<file path="config.mk">
export PLATFORM = sky130hd
export DESIGN_NAME = one_at_a_time_hash_64_unit
export DESIGN_NICKNAME = d
export VERILOG_FILES = /design/src/sv/oaat_pkg.sv /design/src/sv/oaat_front.sv /design/src/sv/oaat_queue.sv /design/src/sv/oaat_back.sv /design/src/sv/one_at_a_time_hash_64_unit.sv
export SDC_FILE = /design/constraint.sdc
export NUM_CORES = 1
export LEC_CHECK = 0
export BUFFER_PORTS_ARGS = -buffer_cell sky130_fd_sc_hd__buf_4
export CORE_UTILIZATION = 40
export DETAILED_ROUTE_END_ITERATION = 10
export SLEW_MARGIN = 20
export SYNTH_ARGS = -nofsm -noshare
export SYNTH_HDL_FRONTEND = slang
export SYNTH_SLANG_ARGS = --single-unit
</file>
<file path="constraint.sdc">
create_clock -name clock -period 18.1 [get_ports clock]
set_clock_uncertainty 0.2 [all_clocks]
set_input_delay 2.715 -clock clock [delete_from_list [all_inputs] [get_ports clock]]
set_output_delay 2.715 -clock clock [all_outputs]
set_load 0.02 [all_outputs]
</file>
<file path="src/sv/oaat_pkg.sv">
// ---------------------------------------------------------------------------
// oaat_pkg
// Shared types, constants and mixing functions for the 64-bit
// one-at-a-time hash unit.
// ---------------------------------------------------------------------------
package oaat_pkg;

   localparam int HASH_W          = 64;
   localparam int BYTE_W          = 8;
   localparam int QUEUE_DEPTH_DEF = 2;

   localparam logic [BYTE_W-1:0] FOLD_LIMIT = 8'h5A;
   localparam logic [BYTE_W-1:0] FOLD_BIT   = 8'h20;

   localparam int MIX_SHL  = 10;
   localparam int MIX_SHR  = 6;
   localparam int FIN_SHL1 = 3;
   localparam int FIN_SHR  = 11;
   localparam int FIN_SHL2 = 15;

   typedef struct packed {
      logic [BYTE_W-1:0] term;
      logic              has_byte;
      logic              last;
   } entry_type;

   typedef struct packed {
      logic full;
      logic empty;
   } qstat_type;

   function automatic logic [HASH_W-1:0] mix_byte(input logic [HASH_W-1:0] h,
                                                  input logic [BYTE_W-1:0] term);
      logic [HASH_W-1:0] s;
      s = h + {{(HASH_W-BYTE_W){term[BYTE_W-1]}}, term};
      s = s + (s << MIX_SHL);
      s = s ^ (s >> MIX_SHR);
      return s;
   endfunction

   function automatic logic [HASH_W-1:0] fin_first(input logic [HASH_W-1:0] h);
      logic [HASH_W-1:0] s;
      s = h + (h << FIN_SHL1);
      s = s ^ (s >> FIN_SHR);
      return s;
   endfunction

   function automatic logic [HASH_W-1:0] fin_second(input logic [HASH_W-1:0] h);
      return h + (h << FIN_SHL2);
   endfunction

endpackage

</file>
<file path="src/sv/oaat_front.sv">
// ---------------------------------------------------------------------------
// oaat_front
// Request intake: applies case folding, drops requests that carry neither
// a byte nor an end mark, and pushes the rest into the queue.
// ---------------------------------------------------------------------------
module oaat_front (
   input  logic                          reset,
   input  logic                          req_valid,
   output logic                          req_ready,
   input  logic [oaat_pkg::BYTE_W-1:0]   req_ch,
   input  logic                          req_ch_valid,
   input  logic                          req_fold_case,
   input  logic                          req_last,
   input  oaat_pkg::qstat_type           q_stat,
   output logic                          push,
   output oaat_pkg::entry_type           push_entry
);

   logic fold;

   assign req_ready = !reset && !q_stat.full;

   always_comb begin
      fold = req_fold_case && (req_ch[oaat_pkg::BYTE_W-1] || (req_ch <= oaat_pkg::FOLD_LIMIT));
      push_entry.term     = fold ? (req_ch | oaat_pkg::FOLD_BIT) : req_ch;
      push_entry.has_byte = req_ch_valid;
      push_entry.last     = req_last;
      push = req_valid && req_ready && (req_ch_valid || req_last);
   end

endmodule

</file>
<file path="src/sv/oaat_queue.sv">
// ---------------------------------------------------------------------------
// oaat_queue
// Small first-in first-out buffer between intake and hash engine.
// ---------------------------------------------------------------------------
module oaat_queue #(
   parameter int DEPTH = oaat_pkg::QUEUE_DEPTH_DEF
) (
   input  logic                 clock,
   input  logic                 reset,
   input  logic                 push,
   input  oaat_pkg::entry_type  push_entry,
   input  logic                 pop,
   output logic                 pop_valid,
   output oaat_pkg::entry_type  pop_entry,
   output oaat_pkg::qstat_type  q_stat
);

   localparam int PTR_W = (DEPTH > 1) ? $clog2(DEPTH) : 1;
   localparam int CNT_W = $clog2(DEPTH + 1);
   localparam logic [PTR_W-1:0] LAST_PTR = PTR_W'(DEPTH - 1);
   localparam logic [CNT_W-1:0] FULL_CNT = CNT_W'(DEPTH);

   oaat_pkg::entry_type mem_ff [DEPTH];
   logic [PTR_W-1:0] wr_ptr_ff, wr_ptr_in;
   logic [PTR_W-1:0] rd_ptr_ff, rd_ptr_in;
   logic [CNT_W-1:0] count_ff,  count_in;
   logic             do_pop;

   always_comb begin
      q_stat.full  = (count_ff == FULL_CNT);
      q_stat.empty = (count_ff == '0);
      pop_valid    = !q_stat.empty;
      pop_entry    = mem_ff[rd_ptr_ff];
      do_pop       = pop && pop_valid;
      wr_ptr_in    = wr_ptr_ff;
      rd_ptr_in    = rd_ptr_ff;
      count_in     = count_ff;
      if (push) begin
         wr_ptr_in = (wr_ptr_ff == LAST_PTR) ? '0 : wr_ptr_ff + 1'b1;
      end
      if (do_pop) begin
         rd_ptr_in = (rd_ptr_ff == LAST_PTR) ? '0 : rd_ptr_ff + 1'b1;
      end
      if (push && !do_pop) begin
         count_in = count_ff + 1'b1;
      end else if (do_pop && !push) begin
         count_in = count_ff - 1'b1;
      end
   end

   always_ff @(posedge clock) begin
      if (push) begin
         mem_ff[wr_ptr_ff] <= push_entry;
      end
   end

   always_ff @(posedge clock) begin
      if (reset) begin
         wr_ptr_ff <= '0;
         rd_ptr_ff <= '0;
         count_ff  <= '0;
      end else begin
         wr_ptr_ff <= wr_ptr_in;
         rd_ptr_ff <= rd_ptr_in;
         count_ff  <= count_in;
      end
   end

endmodule

</file>
<file path="src/sv/oaat_back.sv">
// ---------------------------------------------------------------------------
// oaat_back
// Hash engine: mixes one byte a cycle into the running hash while not
// stalled, then runs the two-stage finalisation into the response register.
// ---------------------------------------------------------------------------
module oaat_back (
   input  logic                          clock,
   input  logic                          reset,
   input  logic                          pop_valid,
   input  oaat_pkg::entry_type           pop_entry,
   output logic                          pop,
   output logic                          rsp_valid,
   input  logic                          rsp_ready,
   output logic [oaat_pkg::HASH_W-1:0]   rsp_hash
);

   logic [oaat_pkg::HASH_W-1:0] acc_ff,      acc_in;
   logic                        fin_valid_ff, fin_valid_in;
   logic [oaat_pkg::HASH_W-1:0] fin_hash_ff, fin_hash_in;
   logic                        rsp_valid_ff, rsp_valid_in;
   logic [oaat_pkg::HASH_W-1:0] rsp_hash_ff, rsp_hash_in;
   logic [oaat_pkg::HASH_W-1:0] mixed;
   logic                        out_take;
   logic                        fin_take;

   always_comb begin
      out_take = !rsp_valid_ff || rsp_ready;
      fin_take = !fin_valid_ff || out_take;
      pop      = pop_valid && fin_take;
      mixed    = pop_entry.has_byte ? oaat_pkg::mix_byte(acc_ff, pop_entry.term) : acc_ff;

      acc_in = acc_ff;
      if (pop) begin
         acc_in = pop_entry.last ? '0 : mixed;
      end

      fin_valid_in = fin_valid_ff;
      fin_hash_in  = fin_hash_ff;
      if (pop && pop_entry.last) begin
         fin_valid_in = 1'b1;
         fin_hash_in  = oaat_pkg::fin_first(mixed);
      end else if (out_take) begin
         fin_valid_in = 1'b0;
      end

      rsp_valid_in = rsp_valid_ff;
      rsp_hash_in  = rsp_hash_ff;
      if (out_take) begin
         rsp_valid_in = fin_valid_ff;
         rsp_hash_in  = oaat_pkg::fin_second(fin_hash_ff);
      end
   end

   always_ff @(posedge clock) begin
      if (reset) begin
         acc_ff       <= '0;
         fin_valid_ff <= 1'b0;
         rsp_valid_ff <= 1'b0;
      end else begin
         acc_ff       <= acc_in;
         fin_valid_ff <= fin_valid_in;
         rsp_valid_ff <= rsp_valid_in;
      end
   end

   always_ff @(posedge clock) begin
      fin_hash_ff <= fin_hash_in;
      rsp_hash_ff <= rsp_hash_in;
   end

   assign rsp_valid = rsp_valid_ff;
   assign rsp_hash  = rsp_hash_ff;

endmodule

</file>
<file path="src/sv/one_at_a_time_hash_64_unit.sv">
// ---------------------------------------------------------------------------
// one_at_a_time_hash_64_unit
// 64-bit one-at-a-time string hash, one byte per request.
// ---------------------------------------------------------------------------
// Requests arrive on req_ with valid/ready: one byte (req_ch, taken as a
// signed char), req_ch_valid to say whether the byte counts, req_fold_case
// to set bit 5 on bytes up to 0x5A, and req_last to close the string.
// A request with req_last produces exactly one response on rsp_ (valid/
// ready) carrying rsp_hash; other requests produce nothing.
// Throughput is one request per cycle while the output is not stalled: the
// engine mixes one byte a cycle into its running hash. A closing request
// passes through the queue, mix and first finalisation stage, and second
// finalisation stage into the output register before its response shows.
// A queue of QUEUE_DEPTH entries sits between intake and engine. While a
// response waits with rsp_ready low the output register holds, the engine
// stops once its finalisation stage is full, and req_ready drops when the queue fills.
// Synchronous reset empties the queue, clears the running hash to zero and
// drops rsp_valid; req_ready is low during reset.
// ---------------------------------------------------------------------------
module one_at_a_time_hash_64_unit #(
   parameter int QUEUE_DEPTH = oaat_pkg::QUEUE_DEPTH_DEF
) (
   input  logic                          clock,
   input  logic                          reset,
   input  logic                          req_valid,
   output logic                          req_ready,
   input  logic [oaat_pkg::BYTE_W-1:0]   req_ch,
   input  logic                          req_ch_valid,
   input  logic                          req_fold_case,
   input  logic                          req_last,
   output logic                          rsp_valid,
   input  logic                          rsp_ready,
   output logic [oaat_pkg::HASH_W-1:0]   rsp_hash
);

   oaat_pkg::qstat_type q_stat;
   oaat_pkg::entry_type push_entry;
   oaat_pkg::entry_type pop_entry;
   logic                push;
   logic                pop;
   logic                pop_valid;

   oaat_front u_front (
      .reset         (reset),
      .req_valid     (req_valid),
      .req_ready     (req_ready),
      .req_ch        (req_ch),
      .req_ch_valid  (req_ch_valid),
      .req_fold_case (req_fold_case),
      .req_last      (req_last),
      .q_stat        (q_stat),
      .push          (push),
      .push_entry    (push_entry)
   );

   oaat_queue #(
      .DEPTH (QUEUE_DEPTH)
   ) u_queue (
      .clock      (clock),
      .reset      (reset),
      .push       (push),
      .push_entry (push_entry),
      .pop        (pop),
      .pop_valid  (pop_valid),
      .pop_entry  (pop_entry),
      .q_stat     (q_stat)
   );

   oaat_back u_back (
      .clock     (clock),
      .reset     (reset),
      .pop_valid (pop_valid),
      .pop_entry (pop_entry),
      .pop       (pop),
      .rsp_valid (rsp_valid),
      .rsp_ready (rsp_ready),
      .rsp_hash  (rsp_hash)
   );

   a_queue_status: assert property (@(posedge clock) disable iff (reset)
      !(q_stat.full && q_stat.empty))
      else $error("queue reports full and empty together");

   a_push_lands: assert property (@(posedge clock) disable iff (reset)
      push |=> !q_stat.empty)
      else $error("pushed request missing from queue");

   a_reset_quiet: assert property (@(posedge clock)
      reset |=> (!rsp_valid && q_stat.empty))
      else $error("state not cleared by reset");

   a_no_push_when_full: assert property (@(posedge clock) disable iff (reset)
      q_stat.full |-> !push)
      else $error("push into full queue");

endmodule
</file>
After elaboration in Yosys (flattened, before gate mapping)
Memories as Yosys holds them, arrays and structs flattened. A register that Yosys moved wholly into a read port is not among the register bits.
Cells that the tools add are included.
{"block": "totals", "ff_bits": 198, "ramBits": 20, "wordCells": 57, "mem_count": 1}
{"name": "u_queue.mem_ff", "words": 2, "word_bits": 10, "rd": 1, "rd_ports_with_merged_regs": 1, "write_ports": 1, "line": "oaat_queue.sv:23", "text": "oaat_pkg::entry_type mem_ff [DEPTH];"}
{"block": "classes", "n_addsub": 8, "magnitude_cmp": 1, "eq_ne": 1, "mux": 13, "n_bitwise": 2, "reduce_logical": 23}
{"operator": "$add 64x64->64", "count": 4}
{"operator": "$mux 64", "count": 2}
{"operator": "$xor 64x53->64", "count": 1}
{"operator": "$xor 64x58->64", "count": 1}
{"operator": "$logic_and 1x1->1", "count": 9}
{"operator": "$le 8x7->1 const B", "count": 1}
{"operator": "$mux 1", "count": 8}
{"operator": "$logic_not 1->1", "count": 7}
{"operator": "$mux 6", "count": 1}
{"operator": "$logic_or 1x1->1", "count": 4}
{"operator": "$mux 2", "count": 2}
{"operator": "$reduce_bool 2->1", "count": 2}
{"operator": "$add 1x1->1 const B", "count": 2}
{"operator": "$add 2x1->2 const B", "count": 1}
{"operator": "$eq 2x2->1 const B", "count": 1}
{"operator": "$logic_not 2->1", "count": 1}
{"operator": "$sub 2x1->2 const B", "count": 1}

Longest topological paths before layout
{"block": "depth", "ltp_word": 9, "mapped_depth": 54, "mapped_depth_nobuf": 52}

By module
Synthesis repeated with hierarchy kept, for this count alone.
{"block": "unflattened", "cells_unflattened": 2276, "hier_area_um2": 20397.1}
{"mod": "oaat_back", "n_inst": 1, "cells_per_inst": 2206, "area_each_um2": 19353.6, "seq_area_each_um2": 5165.0}
{"mod": "oaat_queue", "n_inst": 1, "cells_per_inst": 54, "area_each_um2": 933.4, "seq_area_each_um2": 700.7}
{"mod": "oaat_front", "n_inst": 1, "cells_per_inst": 16, "area_each_um2": 110.1, "seq_area_each_um2": 0.0}

Least setup slack after synthesis
Ideal clock, no wire load.
{"block": "synth_timing", "kind": "flip-flop to flip-flop", "from": "register (tool-made name)", "to": "register u_back.fin_hash_ff[52] in the netlist's numbering (data pin)", "t_arrival_ps": 9987, "setup_slack_ps": 7646, "path_stages_with_launch": 55, "n_path_buf": 2, "cell_sequence": "dfxtp_1 clkbuf_1 mux2_2 ha_1 fa_1 a21o_1 a21oi_1 o21bai_1 a21oi_1 o21bai_1 a21oi_1 o21ai_0 o21ai_0 nor2_1 nand4_1 nand2_1 a21o_1 a21oi_1 (+19 left out) a21o_1 a21oi_1 o21bai_1 a21o_1 a21oi_1 nor2b_1 a2111oi_2 o21a_1 o21a_1 a211oi_2 a211o_2 nand3_1 a221o_1 o31ai_2 a221oi_2 o21ai_2 a21oi_2 xnor3_1"}
{"element": "end signal: assignment", "line": "oaat_back.sv:67", "text": "fin_hash_ff <= fin_hash_in;"}
{"element": "end: declaration", "line": "oaat_back.sv:19", "text": "logic [oaat_pkg::HASH_W-1:0] fin_hash_ff, fin_hash_in;"}

==> results.md <==
* Ys flop type: edfxtp_1
* Worst slew margin at 28.32%
* RD Place Congestion at 0.9286
* H-tree depth at 1
* Hold WC Path Type: register to register
* Mapped Cells at 2326
* Yosys Warn Count at 0
* Hold WS at 0.2625 ns
* Clk root buf: clkbuf_16
* Critical path class: register to register
* Crit-path max cell delay at 0.67 ns
* Final net count at 2623
* Non-filler instance count after layout at 3068
* Outcome: completed
* Yosys top cell area share at 21.74%
* GR Util met3 at 2.150%
* R2R depth at 51
* Die Y at 228.1 µm
* HPWL after detailed placement at 46350 µm
* Distinct cells, synth at 97
* Share of cells above drive strength 1 at 8.097%
* RSZ-0062 raised after global routing: no
* Worst-skew pair later-pin latency at 0.54 ns
* CTS Sinks at 219
* Endpoints failing hold at 0
* Worst setup EP type: register
* Via Count at 17520
* DR iter-0 viols at 1333
* Row cnt at 82
* Antenna fix cells at 0
* Critical Path RT at 18.18 ns
* Seq cells post-synth at 219
* First-pass GRT wire length at 90940 µm
* Layout fillers at 4912
* Met2 GRT Util at 35.08%
* Number of maximum-capacitance violations at 0
* Total Wirelength at 57560 µm
* Fin crit share at 66.55%
* Initial Utilization at 40.66%
* Crit-path slowest cell: dfxtp_1
* Die width at 228.1 µm
* Core outline area at 50270 µm²
* EDFF count, synth at 148
* Global route overflow at 0
* GR peak layer: met2
* Asr flop ratio synth at 0%
* Drt pass-1 iters at 5
* Reg clk slew, reported paths at 0.06 ns
* Port buffer count at 80
* Mean post-synth cell area at 8.787 µm²
* Hold path depth at 0
* Hold_buf cts at 0
* Post-cts sizing count at 0
* Postcts setup bufs at 0
* Count leader, synth: ha_1
* Num CTS Buffers at 24
* Area growth syn-to-layout at 10.12%
* Setup violators final at 0
* Detail Route Antenna Nets at 0
* Area of the mapped netlist at 20440 µm²
* DP Area at 21730 µm²
* Cell mode on critical path: a21oi_1
* Worst EP arrival at 12.13 ns
* WL per Instance at 18.76 µm
* Largest net degree at the start of global routing at 90
* Vias in the first global route at 16690
* Die ar. at 52010 µm²
* Clock Tree Buf Depth at 3
* Synth area leaders: edfxtp_1, ha_1, xnor2_1, dfxtp_1, a21oi_1
* Sequential-to-total area share from yosys stat at 28.70%
* GR met1 Demand/Resource at 30.37%
* Area leader, netlist: edfxtp_1
* Post-route DRC at 0
* GRT Resource Usage Total at 21.53%
* Post-synthesis net count at 2569
* Crit-path max FO at 11
* Antenna violations before repair at 0
* Finished Cell Area at 22510 µm²
* CP startpoint kind: register
* Hold Crit Start: u_back.fin_hash_ff[8]
* Tightest Pin Transition at 1.075 ns
* Slew Viols, Final at 0
* Fin crit period at 12.05 ns
* Setup TNS at 0 ns
* Max frequency at 83.01 MHz
* Commonest cells in the synthesized netlist: ha_1, a21oi_1, nor2_1
* CTS tree: done
* Placed cells at 3026
* I/O Pins at 81
* DR vias/cell at 5.710
## layout make-up
class	count	area (µm²)	share of cell area [%]
Sequential cell	219	5866	26.06
Clock inverter	15	145.1	0.6448
Clock buffer	27	633.1	2.813
Inverter	77	290.3	1.290
Tap cell	672	840.8	3.735
Timing Repair Buffer	88	660.6	2.935
Multi-Input combinational cell	1970	14070	62.52
## registers in the layout (all words and copies together) (netlist names), named ones only
| name | flops |
|---|---|
| u_queue.count_ff | 2 |
| u_queue.mem_ff | 20 |
| u_back.acc_ff | 64 |
| u_back.rsp_hash | 64 |
| u_back.rsp_valid | 1 |
| u_queue.rd_ptr_ff | 1 |
| u_queue.wr_ptr_ff | 1 |
| u_back.fin_hash_ff | 64 |
| u_back.fin_valid_ff | 1 |
## logic make-up after synthesis
group                      count (synthesis)  share of synthesized area, %
muxes                                     14                        0.7468
buffers and inverters                    137                         2.546
DFF                                      219                         28.70
AOI/OAI and AO/OA                        768                         25.04
xor gates and xnor gates                 321                         14.24
and+or+nand+nor                          639                         14.63
adders and majority gates                228                         14.10
## cells in the final DEF (no fill, tap or decap), types with 30 or more instances in the layout
cell type,n
edfxtp_1,148
a21o_1,105
nand3_1,41
a22oi_1,62
ha_1,224
o21a_1,34
nand2b_1,36
xor2_1,116
inv_1,72
dfxtp_1,71
a21oi_1,209
nor2_1,204
o21bai_1,33
buf_4,88
o21ai_0,138
nand2_1,185
xnor2_1,197
nor3_1,30
## critical path: cells and delay by family, from the launching register on
family / cells / cell delay [ns]
xor+xnor: 4 / 0.96
compound gates: 35 / 7.25
simple gates: 6 / 0.66
mux: 2 / 0.54
flops: 1 / 0.67
fa+ha+maj: 4 / 1.48
## stage by stage
| stage | worst slack [ns] | util [%] |
|---|---|---|
| after floorplan | 7.646 | - |
| after global placement | 6.563 | 43.23 |
| after detailed placement | 6.318 | 43.23 |
| after CTS | 6.263 | 44.77 |
| after global routing | 5.269 | 44.77 |
| final | 6.054 | 44.77 |
## routing by layer
layer | up-vias | wire (µm)
met1 | 8244 | 27360
met3 | 62 | 2955
met4 | 0 | 1092
met2 | 514 | 26150
li1 | 8698 | -
met5 | - | 0
## worst paths after layout
path                            slack, ns                endpoint
worst min-delay path                 0.26      u_back.rsp_hash[8]
worst min register to register       0.26      u_back.rsp_hash[8]
worst max register to register       6.05  u_back.fin_hash_ff[49]
worst max-delay path                 6.05  u_back.fin_hash_ff[49]
Power is left out: the tool's default activity adds up to more than one toggle a clock period on the data nets, which glitch-free logic cannot reach.
